`config.mk`:
```
export PLATFORM = sky130hd
export DESIGN_NAME = tcp_capstart_window_update_top
export DESIGN_NICKNAME = d
export VERILOG_FILES = /design/src/hw/rtl/tcw_pkg.sv /design/src/hw/rtl/tcp_capstart_window_update_top.sv
export SDC_FILE = /design/constraint.sdc
export NUM_CORES = 2
export LEC_CHECK = 0
export ABC_AREA = 0
export BUFFER_PORTS_ARGS = -buffer_cell sky130_fd_sc_hd__buf_2
export CAP_MARGIN = 10
export CORE_MARGIN = 4
export CORE_UTILIZATION = 40
export CTS_CLUSTER_DIAMETER = 30
export DETAILED_ROUTE_END_ITERATION = 10
export GPL_ROUTABILITY_DRIVEN = 0
export PLACE_DENSITY = 0.55
export SYNTH_ARGS = -nofsm -noshare
export SYNTH_HDL_FRONTEND = slang
export SYNTH_SLANG_ARGS = --single-unit
```
`constraint.sdc`:
```
create_clock -name i_clk -period 15.3 [get_ports i_clk]
set_clock_uncertainty 0.1 [all_clocks]
set_input_delay 3.06 -clock i_clk [delete_from_list [all_inputs] [get_ports i_clk]]
set_output_delay 3.06 -clock i_clk [all_outputs]
set_load 0.02 [all_outputs]
```
`src/hw/rtl/tcw_pkg.sv`:
```
// ----------------------------------------------------------------------------
// tcw_pkg
// Types and constants shared by the capacity-probe window update block.
// ----------------------------------------------------------------------------
package tcw_pkg;

    localparam int WINDOW_BITS_DEF = 32;
    localparam int RTT_BITS_DEF    = 32;
    localparam int CFG_IDX_BITS    = 2;
    localparam int CFG_DATA_BITS   = 32;

    localparam logic [CFG_IDX_BITS-1:0] REG_SEGMENT_SIZE  = 2'd0;
    localparam logic [CFG_IDX_BITS-1:0] REG_MAX_SSTHRESH  = 2'd1;
    localparam logic [CFG_IDX_BITS-1:0] REG_SENDER_RATE   = 2'd2;
    localparam logic [CFG_IDX_BITS-1:0] REG_PROBE_WINDOW  = 2'd3;

    localparam logic [1:0] MODE_NONE    = 2'd0;
    localparam logic [1:0] MODE_SLOW    = 2'd1;
    localparam logic [1:0] MODE_LIMITED = 2'd2;

    typedef struct packed {
        logic [15:0] segments_acked;
        logic [31:0] rtt_us;
        logic [31:0] cwnd_bytes;
        logic [31:0] ssthresh_bytes;
        logic [31:0] high_tx_mark;
        logic [31:0] last_acked_seq;
    } t_ack_req;

    typedef struct packed {
        logic [31:0] new_cwnd_bytes;
        logic [1:0]  start_mode;
        logic        avoidance_applied;
        logic        expansion_flag;
    } t_win_rsp;

endpackage

```
`src/hw/rtl/tcp_capstart_window_update_top.sv`:
```
// ----------------------------------------------------------------------------
// tcp_capstart_window_update_top
// Packet-pair capacity probe and congestion window growth, one ACK at a time.
// ----------------------------------------------------------------------------
// Usage:
//   Input channel i_req_valid/o_req_ready carries one ACK request; output
//   channel o_rsp_valid/i_rsp_ready returns one window result per request.
//   Configuration is to be written through i_cfg_we/i_cfg_idx/i_cfg_data
//   by the user only while idle; the block does not enforce this. All
//   divisions run on one shared restoring divider, one quotient bit per
//   cycle over 64 bits. A request runs one division for the window in
//   segments, one for the capacity test when the probe window is reached
//   and the second best sample exceeds the first, two for limited slow
//   start and one for avoidance. Products (segment size times 80000 or
//   times itself) go through one 32x32 multiplier, registered.
//   One request is in flight; o_req_ready is low from acceptance until the
//   result is taken, and a new request can be taken the cycle after that.
//   The result register holds while i_rsp_ready is low.
//   Synchronous active-low reset restores the estimator state and the
//   register defaults (segment 536, limit 100, rate 5000, probe 90).
// ----------------------------------------------------------------------------
module tcp_capstart_window_update_top #(
    parameter int WINDOW_BITS = tcw_pkg::WINDOW_BITS_DEF,
    parameter int RTT_BITS    = tcw_pkg::RTT_BITS_DEF
) (
    input  logic                               i_clk,
    input  logic                               i_rst_n,
    input  logic                               i_req_valid,
    output logic                               o_req_ready,
    input  tcw_pkg::t_ack_req                  i_req,
    output logic                               o_rsp_valid,
    input  logic                               i_rsp_ready,
    output tcw_pkg::t_win_rsp                  o_rsp,
    input  logic                               i_cfg_we,
    input  logic [tcw_pkg::CFG_IDX_BITS-1:0]   i_cfg_idx,
    input  logic [tcw_pkg::CFG_DATA_BITS-1:0]  i_cfg_data
);
    localparam int WB = (WINDOW_BITS < 32) ? WINDOW_BITS : 32;
    localparam int RB = (RTT_BITS < 32) ? RTT_BITS : 32;
    localparam logic [31:0] WMASK = 32'((64'd1 << WB) - 64'd1);
    localparam logic [31:0] RMASK = 32'((64'd1 << RB) - 64'd1);

    typedef enum logic [3:0] {
        S_IDLE, S_WDIV, S_EST, S_DMUL1, S_DMUL2, S_DDIV, S_DEC,
        S_GROW, S_LDIV1, S_LDIV2, S_LEND, S_CA, S_CMUL, S_CDIV, S_OUT
    } t_state;

    t_state r_state;
    logic [15:0] r_seg;
    logic [9:0]  r_maxss, r_probe;
    logic [31:0] r_rate;
    logic r_await, r_first, r_nosample, r_exp;
    logic [31:0] r_bound, r_fs, r_bf, r_bs, r_mf, r_ms;
    tcw_pkg::t_ack_req r_req;
    logic [31:0] r_cwnd;
    logic [16:0] r_acked;
    logic [1:0]  r_mode;
    logic        r_ca;
    logic [63:0] r_prod;
    logic [63:0] r_quot, r_rem, r_dvsr;
    logic [6:0]  r_cnt;
    logic        r_rsp_valid;
    tcw_pkg::t_win_rsp r_rsp;

    // shared multiplier
    logic [31:0] mul_a, mul_b;
    logic [63:0] mul_p;
    assign mul_p = 64'(mul_a) * 64'(mul_b);

    // divider step
    logic [64:0] div_sh;
    logic [64:0] div_tr;
    assign div_sh = {r_rem, r_quot[63]};
    assign div_tr = div_sh - {1'b0, r_dvsr};

    logic [31:0] lim;
    assign lim = 32'({16'd0, r_seg} * {22'd0, r_maxss});

    logic [31:0] sdiff;
    assign sdiff = r_req.last_acked_seq - r_bound;

    logic [32:0] sum;
    logic [31:0] add_v;
    logic [31:0] sat;
    assign sum = {1'b0, r_cwnd} + {1'b0, add_v};
    assign sat = (sum > {1'b0, WMASK}) ? WMASK : sum[31:0];

    always_comb begin
        mul_a = 32'(r_seg);
        mul_b = 32'd80000;
        add_v = 32'(r_seg);
        unique case (r_state)
            S_CMUL:  begin mul_a = 32'(r_seg); mul_b = 32'(r_seg); end
            S_LEND:  add_v = (r_dvsr == 64'd0) ? 32'hFFFF_FFFF : r_quot[31:0];
            S_CDIV:  add_v = (r_dvsr == 64'd0) ? 32'hFFFF_FFFF :
                             ((r_quot == 64'd0) ? 32'd1 :
                              ((|r_quot[63:32]) ? 32'hFFFF_FFFF : r_quot[31:0]));
            default: ;
        endcase
    end

    assign o_req_ready = (r_state == S_IDLE) && !r_rsp_valid;
    assign o_rsp_valid = r_rsp_valid;
    assign o_rsp = r_rsp;

    always_ff @(posedge i_clk) begin
        if (!i_rst_n) begin
            r_state <= S_IDLE;
            r_seg <= 16'd536; r_maxss <= 10'd100; r_rate <= 32'd5000; r_probe <= 10'd90;
            r_await <= 1'b1; r_first <= 1'b1; r_nosample <= 1'b1; r_exp <= 1'b0;
            r_bound <= '0; r_fs <= '0; r_bf <= '0; r_bs <= '0; r_mf <= '0; r_ms <= '0;
            r_rsp_valid <= 1'b0;
        end else begin
            if (i_cfg_we) begin
                unique case (i_cfg_idx)
                    tcw_pkg::REG_SEGMENT_SIZE: r_seg   <= i_cfg_data[15:0];
                    tcw_pkg::REG_MAX_SSTHRESH: r_maxss <= i_cfg_data[9:0];
                    tcw_pkg::REG_SENDER_RATE:  r_rate  <= i_cfg_data;
                    tcw_pkg::REG_PROBE_WINDOW: r_probe <= i_cfg_data[9:0];
                    default: ;
                endcase
            end
            if (r_rsp_valid && i_rsp_ready) r_rsp_valid <= 1'b0;
            // divider iteration shared by all division states
            if (r_state == S_WDIV || r_state == S_DDIV || r_state == S_LDIV1 ||
                r_state == S_LDIV2 || r_state == S_CDIV) begin
                if (r_cnt != 7'd0) begin
                    r_cnt <= r_cnt - 7'd1;
                    if (!div_tr[64]) begin
                        r_rem  <= div_tr[63:0];
                        r_quot <= {r_quot[62:0], 1'b1};
                    end else begin
                        r_rem  <= div_sh[63:0];
                        r_quot <= {r_quot[62:0], 1'b0};
                    end
                end
            end
            unique case (r_state)
                S_IDLE: begin
                    tcw_pkg::t_ack_req req_m;
                    if (i_req_valid && o_req_ready) begin
                        req_m = i_req;
                        req_m.rtt_us = i_req.rtt_us & RMASK;
                        req_m.cwnd_bytes = i_req.cwnd_bytes & WMASK;
                        req_m.ssthresh_bytes = i_req.ssthresh_bytes & WMASK;
                        r_req <= req_m;
                        r_cwnd <= i_req.cwnd_bytes & WMASK;
                        r_acked <= {1'b0, i_req.segments_acked};
                        r_quot <= {32'd0, i_req.cwnd_bytes & WMASK};
                        r_rem <= '0; r_dvsr <= 64'(r_seg); r_cnt <= 7'd64;
                        r_mode <= tcw_pkg::MODE_NONE; r_ca <= 1'b0;
                        r_state <= S_WDIV;
                    end
                end
                S_WDIV: if (r_cnt == 7'd0) r_state <= S_EST;
                S_EST: begin
                    // zero segment size: window in segments reads all ones
                    if (r_dvsr != 64'd0 && r_quot == 64'(r_probe) && r_bs > r_bf)
                        r_state <= S_DMUL1;
                    else
                        r_state <= S_GROW;
                    if (r_dvsr != 64'd0 && r_quot < 64'(r_probe)) begin
                        if (r_await) begin
                            r_bound <= r_req.high_tx_mark; r_await <= 1'b0;
                        end else if (r_first) begin
                            if (sdiff != 32'd0 && !sdiff[31]) begin
                                if (r_nosample) begin
                                    r_bf <= r_req.rtt_us; r_mf <= r_req.rtt_us;
                                end
                                r_fs <= r_req.rtt_us; r_first <= 1'b0;
                                r_bound <= r_req.high_tx_mark;
                            end
                        end else begin
                            logic [31:0] mf, ms, bs, s1, s2;
                            mf = r_mf;
                            ms = r_nosample ? r_req.rtt_us : r_ms;
                            bs = r_nosample ? r_req.rtt_us : r_bs;
                            s1 = r_fs; s2 = r_req.rtt_us;
                            r_nosample <= 1'b0; r_first <= 1'b1;
                            if (s1 == mf) begin
                                if (s2 < ms) begin bs = s2; ms = s2; end
                            end else if (s1 < mf) begin
                                r_bf <= s1; r_mf <= s1; bs = s2;
                                if (s2 < ms) ms = s2;
                            end else if (s2 < ms) begin
                                ms = s2;
                            end
                            r_bs <= bs;
                            r_ms <= ms;
                        end
                    end else if (r_dvsr != 64'd0 && r_quot == 64'(r_probe)) begin
                        if (r_bs < r_bf) r_exp <= 1'b0;
                        else if (r_bs == r_bf) r_exp <= 1'b1;
                    end
                end
                S_DMUL1: begin r_prod <= mul_p; r_state <= S_DMUL2; end
                S_DMUL2: begin
                    r_quot <= r_prod; r_rem <= '0; r_dvsr <= 64'(r_bs - r_bf);
                    r_cnt <= 7'd64; r_state <= S_DDIV;
                end
                S_DDIV: if (r_cnt == 7'd0) r_state <= S_DEC;
                S_DEC: begin
                    r_exp <= (r_quot > 64'(r_rate)) ||
                             (r_quot == 64'(r_rate) && r_rem != 64'd0);
                    r_state <= S_GROW;
                end
                S_GROW: begin
                    if (r_cwnd < r_req.ssthresh_bytes && r_acked != 17'd0) begin
                        r_acked <= r_acked - 17'd1;
                        if (r_cwnd <= lim || r_exp) begin
                            r_cwnd <= sat; r_mode <= tcw_pkg::MODE_SLOW;
                            r_state <= S_CA;
                        end else begin
                            r_mode <= tcw_pkg::MODE_LIMITED;
                            if (lim != 32'd0) begin
                                r_quot <= 64'(r_cwnd); r_rem <= '0;
                                r_dvsr <= 64'(lim); r_cnt <= 7'd64;
                                r_state <= S_LDIV1;
                            end else begin
                                r_state <= S_CA;
                            end
                        end
                    end else begin
                        r_state <= S_CA;
                    end
                end
                S_LDIV1: if (r_cnt == 7'd0) begin
                    // k = 2q + round bit, then seg / k
                    logic [32:0] k;
                    k = {r_quot[31:0], 1'b0} +
                        33'(({r_rem[62:0], 1'b0} >= r_dvsr) ? 1 : 0);
                    r_quot <= 64'(r_seg); r_rem <= '0; r_dvsr <= 64'(k);
                    r_cnt <= 7'd64; r_state <= S_LDIV2;
                end
                S_LDIV2: if (r_cnt == 7'd0) r_state <= S_LEND;
                S_LEND: begin
                    r_cwnd <= (r_dvsr == 64'd0) ? r_cwnd : sat;
                    r_state <= S_CA;
                end
                S_CA: begin
                    if (r_cwnd >= r_req.ssthresh_bytes && r_acked != 17'd0)
                        r_state <= S_CMUL;
                    else r_state <= S_OUT;
                end
                S_CMUL: begin
                    r_quot <= mul_p; r_rem <= '0; r_dvsr <= 64'(r_cwnd);
                    r_cnt <= 7'd64; r_state <= S_CDIV;
                end
                S_CDIV: if (r_cnt == 7'd0) begin
                    r_cwnd <= sat; r_ca <= 1'b1; r_state <= S_OUT;
                end
                S_OUT: begin
                    r_rsp.new_cwnd_bytes <= r_cwnd;
                    r_rsp.start_mode <= r_mode;
                    r_rsp.avoidance_applied <= r_ca;
                    r_rsp.expansion_flag <= r_exp;
                    r_rsp_valid <= 1'b1;
                    r_state <= S_IDLE;
                end
                default: r_state <= S_IDLE;
            endcase
        end
    end
endmodule

```
# After elaboration in Yosys (flattened, before gate mapping)
# Cells that the tools add are included.
[op_classes] n_lt_le_gt_ge=11 n_mux=91 bitwise=2 add_sub_neg=7 n_mul=2 n_eq_ne=38 reduce_logical=59
[ops] operator="$mux W64" n=20
[ops] operator="$mux W32" n=24
[ops] operator="$pmux W64 S5" n=2
[ops] operator="$pmux W64 S4" n=1
[ops] operator="$logic_not A64 Y1" n=2
[ops] operator="$lt A32 B32 Y1" n=4
[ops] operator="$pmux W32 S4" n=1
[ops] operator="$reduce_bool A64 Y1" n=2
[ops] operator="$sub A65 B64 Y65" n=1
[ops] operator="$eq A32 B32 Y1" n=2
[ops] operator="$eq A64 B10 Y1" n=1
[ops] operator="$eq A64 B32 Y1" n=1
[ops] operator="$ge A64 B64 Y1" n=1
[ops] operator="$gt A64 B32 Y1" n=1
[ops] operator="$lt A64 B10 Y1" n=1
[ops] operator="$pmux W32 S2" n=1
[ops] operator="$reduce_bool A32 Y1" n=2
[ops] operator="$pmux W4 S14" n=1
[ops] operator="$mux W17" n=3
[ops] operator="$mux W7" n=7
[ops] operator="$mul A16 B32 Y48" n=1
[ops] operator="$pmux W17 S2" n=1
[ops] operator="$add A32 B32 Y33" n=1
[ops] operator="$add A33 B1 Y33" n=1
[ops] operator="45 further kinds" n=128
[word_totals] input_bits=215 wordCells=242 reg_bits=716 output_inout_bits=38

# Longest topological paths before layout
[depth] word_depth=11 mapped_depth=32 ltp_nobuf=29

# Worst setup path after synthesis
# OpenSTA, ideal clock, no wires.
[synth_timing] path_kind="register to register" from="register r_seg[6]" to="register r_dvsr[0], enable pin" n_path_buf=3 stages_incl_launch_ff=28 required_ps=14806 setup_slack_ps=6652 setup_ps=394 synth_period_minus_slack_ps=8648 arrival_time_ps=8154 path_cell_list="dfxtp_1 clkbuf_1 clkbuf_1 nand2_1 fa_1 fa_1 fa_1 fa_1 inv_1 fa_1 ha_1 a21o_1 a211oi_1 and2_1 a21o_1 mux2_2 or2_2 ha_1 nand4_1 nor2_1 a21boi_0 o211ai_1 a31o_2 o32ai_2 nand3b_4 o22ai_2 buf_4 and2_1"
[synth_via] elab_chain_cells=5 word_cells_on_any_way=7 classes_between="mul: 1; order compare: 1; eq/ne: 2; reduce/logical: 3"
[synth_rtl] element="from (decl)" line="tcp_capstart_window_update_top.sv:49" text="logic [15:0] r_seg;"
[synth_rtl] element="from (signal assigned)" line="tcp_capstart_window_update_top.sv:116" text="tcw_pkg::REG_SEGMENT_SIZE: r_seg <= i_cfg_data[15:0];"
[synth_rtl] element="$mul A16 B10 Y26 *" line="tcp_capstart_window_update_top.sv:77" text="assign lim = 32'({16'd0, r_seg} * {22'd0, r_maxss});"
[synth_rtl] element="$le A32 B26 Y1" line="tcp_capstart_window_update_top.sv:210" text="if (r_cwnd <= lim || r_exp) begin"
[synth_rtl] element="$logic_or A1 B1 Y1" line="tcp_capstart_window_update_top.sv:210"
[synth_rtl] element="$ne A2 B2 Y1 (no line)"
[synth_rtl] element="$reduce_and A7 Y1 (no line) *"
[synth_rtl] element="to (signal assigned)" line="tcp_capstart_window_update_top.sv:198" text="r_quot <= r_prod; r_rem <= '0; r_dvsr <= 64'(r_bs - r_bf);"
[synth_rtl] element="to (signal assigned)" line="tcp_capstart_window_update_top.sv:217" text="r_dvsr <= 64'(lim); r_cnt <= 7'd64;"
[synth_rtl] element="to (signal assigned)" line="tcp_capstart_window_update_top.sv:232" text="r_quot <= 64'(r_seg); r_rem <= '0; r_dvsr <= 64'(k);"
[synth_rtl] element="to (decl)" line="tcp_capstart_window_update_top.sv:60" text="logic [63:0] r_quot, r_rem, r_dvsr;"
# Every way passes the cells marked *; elsewhere a longest branch is shown, timed or not.
# A chain may end at the register's enable or synchronous reset.

# Final worst setup path
[layout_timing] from="register r_seg[8]" to="register r_quot[32], data pin"
[layout_via] elab_chain_cells=6 word_cells_on_any_way=10 classes_between="mul: 2; order compare: 1; mux: 5; reduce/logical: 2"
[layout_rtl] element="$mul A16 B10 Y26" line="tcp_capstart_window_update_top.sv:77"
[layout_rtl] element="$le A32 B26 Y1 / $reduce_bool A32 Y1 (equally long branches)" line="tcp_capstart_window_update_top.sv:210, tcp_capstart_window_update_top.sv:215"
[layout_rtl] element="$logic_or A1 B1 Y1 / $mux W64 (equally long branches)" line="tcp_capstart_window_update_top.sv:210, tcp_capstart_window_update_top.sv:215"
[layout_rtl] element="$mux W64" line="tcp_capstart_window_update_top.sv:210"
[layout_rtl] element="$mux W64" line="tcp_capstart_window_update_top.sv:208" text="if (r_cwnd < r_req.ssthresh_bytes && r_acked != 17'd0) begin"
[layout_rtl] element="$pmux W64 S5 *" line="tcp_capstart_window_update_top.sv:138" text="unique case (r_state)"
[layout_rtl] element="to (signal assigned)" line="tcp_capstart_window_update_top.sv:131" text="r_quot <= {r_quot[62:0], 1'b1};"
[layout_rtl] element="to (signal assigned)" line="tcp_capstart_window_update_top.sv:134" text="r_quot <= {r_quot[62:0], 1'b0};"
[layout_rtl] element="to (signal assigned)" line="tcp_capstart_window_update_top.sv:149" text="r_quot <= {32'd0, i_req.cwnd_bytes & WMASK};"
[layout_rtl] element="to (decl)" line="tcp_capstart_window_update_top.sv:60"
# Marked as above.

==> out/metrics.cfg <==
[run_status]
status = completed

[global_route]
grt-busiest-layer = met2
grt_start_max_net_pins = 167
grtUsageMet3_pct = 6.13
grt_pass1_wl_mm = 295
grt_pass1_vias = 47439
antenna_found_initial = 10
use_met1_pct = 35.0
grtUsageMet2_pct = 40.6
track_usage_pct = 25.9
overflow = 0

[power]
p_sw_share_pct = 40.5
finalPower_mw = 11.6
pwr-share-clk_pct = 33.9
powerDensity_mw_per_mm2 = 174
leakagePower_nw = 29.0
p_sw_mw = 4.69
internal-power_mw = 6.89
ir_drop_mv = 0.160
p_seq_share_pct = 24.6
pwr-share-comb_pct = 41.4

[clocking]
clk_latency_ns = 0.80
post_cts_resized = 0
path_clk_slew_ns = 0.04
cts_tree = yes
h-tree-depth = 4
post-cts-setup-buffers = 0
holdBufCountCts = 0
cts.sinks = 658
cts_root_buf = clkbuf_16
numCtsBuffers = 180
cts_buffer_depth = 3

[critical_path]
worstSetupStartpointType = flop
reg2reg_from = r_seg[8]
cp_num_buf_inv = 3
slowest_stage = dfxtp_1
cp_common_cell = fa_1
end_kind = flop
cp.required_ns = 15.67
r2r_cells = 28
critPathMaxStageDelay_ns = 0.90
reg2reg_setup_slack_ns = 4.98
critical_path_arrival_ns = 10.69
critPathKind = flop to flop
path_delay_family = adder cells
regToRegEndpoint = r_quot[32]
cp_max_fo = 66

[timing]
tightest_slew_ns = 1.16
fmax_mhz = 96.9
period_share_pct = 67.5
timing.hold.ws_ns = 0.317
grt_setup_unrepaired = no
hold_violations = 0
finalSetupViolCount = 0
tns_ns = 0
final_period_minus_worst_setup_slack_ns = 10.32
slew_violations = 0
maxSlewHeadroom_pct = 22.5

[min_path]
hp-class = flop to flop
hold_path_depth = 0
min_from = r_mode[1]
whs_endpoint = o_rsp[3]

[place]
io_buffer_count = 252
hpwl_mm = 148
post_dp_cell_area_mm2 = 0.0601

[yosys]
synth-edff-count = 421
yosysTopAreaCellShare_pct = 22.2
syn_inst = 6289
synth-seq-cells = 658
yosys_most_used_dff = edfxtp_1
async_flop_share_pct = 0
yosysTopAreaCell = edfxtp_1
yosysSeqAreaShare_pct = 30.5
synth_common_cells = nand2_1 (923), inv_1 (579), ha_1 (496)
yosysWarnings = 0
synth.avg_cell_area_um2 = 9.06
netlist-cell-type-count = 104
synth.most_common_cell = nand2_1
synth_area_leaders = edfxtp_1 (22%), fa_1 (11%), ha_1 (11%)
netlist_area_mm2 = 0.0570

[layout]
area_growth_pct = 16.8
seq_area_mm2 = 0.0174
final_nets = 7520
multiInputGateArea_mm2 = 0.0362
fillerInstances = 13693
drive_gt1_share_pct = 11.1
design_area_mm2 = 0.0666

[floorplanning]
die_area_mm2 = 0.149
initial_core_util_pct = 40.3
rows = 138
die_w_um = 385
ios = 253
core_area_mm2 = 0.142
die_y_um = 385

[detailed_routing]
drt.antenna.violating_nets = 0
wl_per_cell_um = 22.9
drt_drc_violations_left = 0
first_pass_iters = 6
routed_wl_mm = 195
drt_iter0_markers = 4406
vias = 48548
via_per_inst = 5.68

[flow_run]
maxCapViolations = 0

## layout make-up
| class | instances | share of cell area, % |
|---|---|---|
| Tap cell | 1890 | 3.55 |
| Antenna cell | 8 | 0.0301 |
| Sequential cell | 658 | 26.1 |
| Multi-Input combinational cell | 4726 | 54.4 |
| Clock inverter | 127 | 2.52 |
| Timing Repair Buffer | 341 | 2.95 |
| Clock buffer | 210 | 7.14 |
| Inverter | 580 | 3.27 |
## layout by cell type (no fill, tap or decap), types with 87 or more instances in the layout
master,n
dfxtp_1,235
o21ai_0,240
fa_1,322
ha_1,496
nor2b_1,105
and2_1,185
edfxtp_1,421
a21oi_1,354
nor2_1,290
a21o_1,163
xnor2_1,102
buf_2,251
inv_1,579
buf_4,87
mux2i_1,249
o21a_1,87
clkbuf_16,183
nand3_1,108
nand2_1,922
## through the flow
| step | cells | setup slack (ns) | util (%) |
|---|---|---|---|
| final | 8540 | 4.98 | 47.0 |
| after global placement | 8195 | 5.31 | 42.5 |
| after global routing | 8532 | 4.47 | 47.0 |
| after detailed placement | 8195 | 5.15 | 42.5 |
| after floorplan | 6290 | 6.65 | - |
| after CTS | 8532 | 5.05 | 47.0 |
## cell families (layout without fill, tap and decap cells)
family	after synthesis	in the layout	share of synthesized area (%)
adder cells (fa/ha/maj)	818	818	22.2
other	1	10	0.00658
buffers and inverters	906	1258	6.22
AO/OA/AOI/OAI	1439	1439	17.1
XOR/XNOR	167	167	2.57
multiplexers	257	257	4.53
AND/OR/NAND/NOR	2043	2043	16.9
flip-flops	658	658	30.5
## worst max-delay path by stage
| stage | start | to | slack, ns | cells after the start |
|---|---|---|---|---|
| finish | r_seg[8] | r_quot[32] | 4.98 | 28 |
| detailed placement | r_seg[2] | r_quot[32] | 5.15 | 29 |
| global route | r_seg[2] | r_quot[34] | 4.47 | 29 |
| global placement | r_seg[2] | r_quot[32] | 5.31 | 29 |
| CTS | r_seg[2] | r_quot[34] | 5.05 | 29 |
| floorplan | r_seg[6] | r_dvsr[0] | 6.65 | 27 |
## registers in the layout (all words and copies together) (netlist names), 2 cells and up
name and count:
r_prod 36, r_ms 32, r_dvsr 34, r_req 128
r_rate 32, r_cwnd 32, r_seg 16, r_mode 2
r_bs 32, r_probe 10, r_acked 17, r_mf 32
o_rsp 36, r_maxss 10, r_bound 32, r_cnt 7
r_state 4, r_fs 32, r_rem 64, r_quot 64
## power by group through the flow
stage | clock network, mW | registers [mW] | logic (mW)
after detailed placement | 0 | 2.86 | 4.70
final | 3.93 | 2.85 | 4.80
after CTS | 3.98 | 2.83 | 4.73
after global placement | 0 | 2.85 | 4.65
after global routing | 4.09 | 2.88 | 5.26
after floorplan | 0 | 2.66 | 3.41
## per-layer routing
metal	wire length, µm	share of wire, %
met1	82900	42
met2	87200	45
met3	17800	9.1
met4	7370	3.8
met5	43	0.022
No activity file was read; power rests on OpenSTA's default activity.
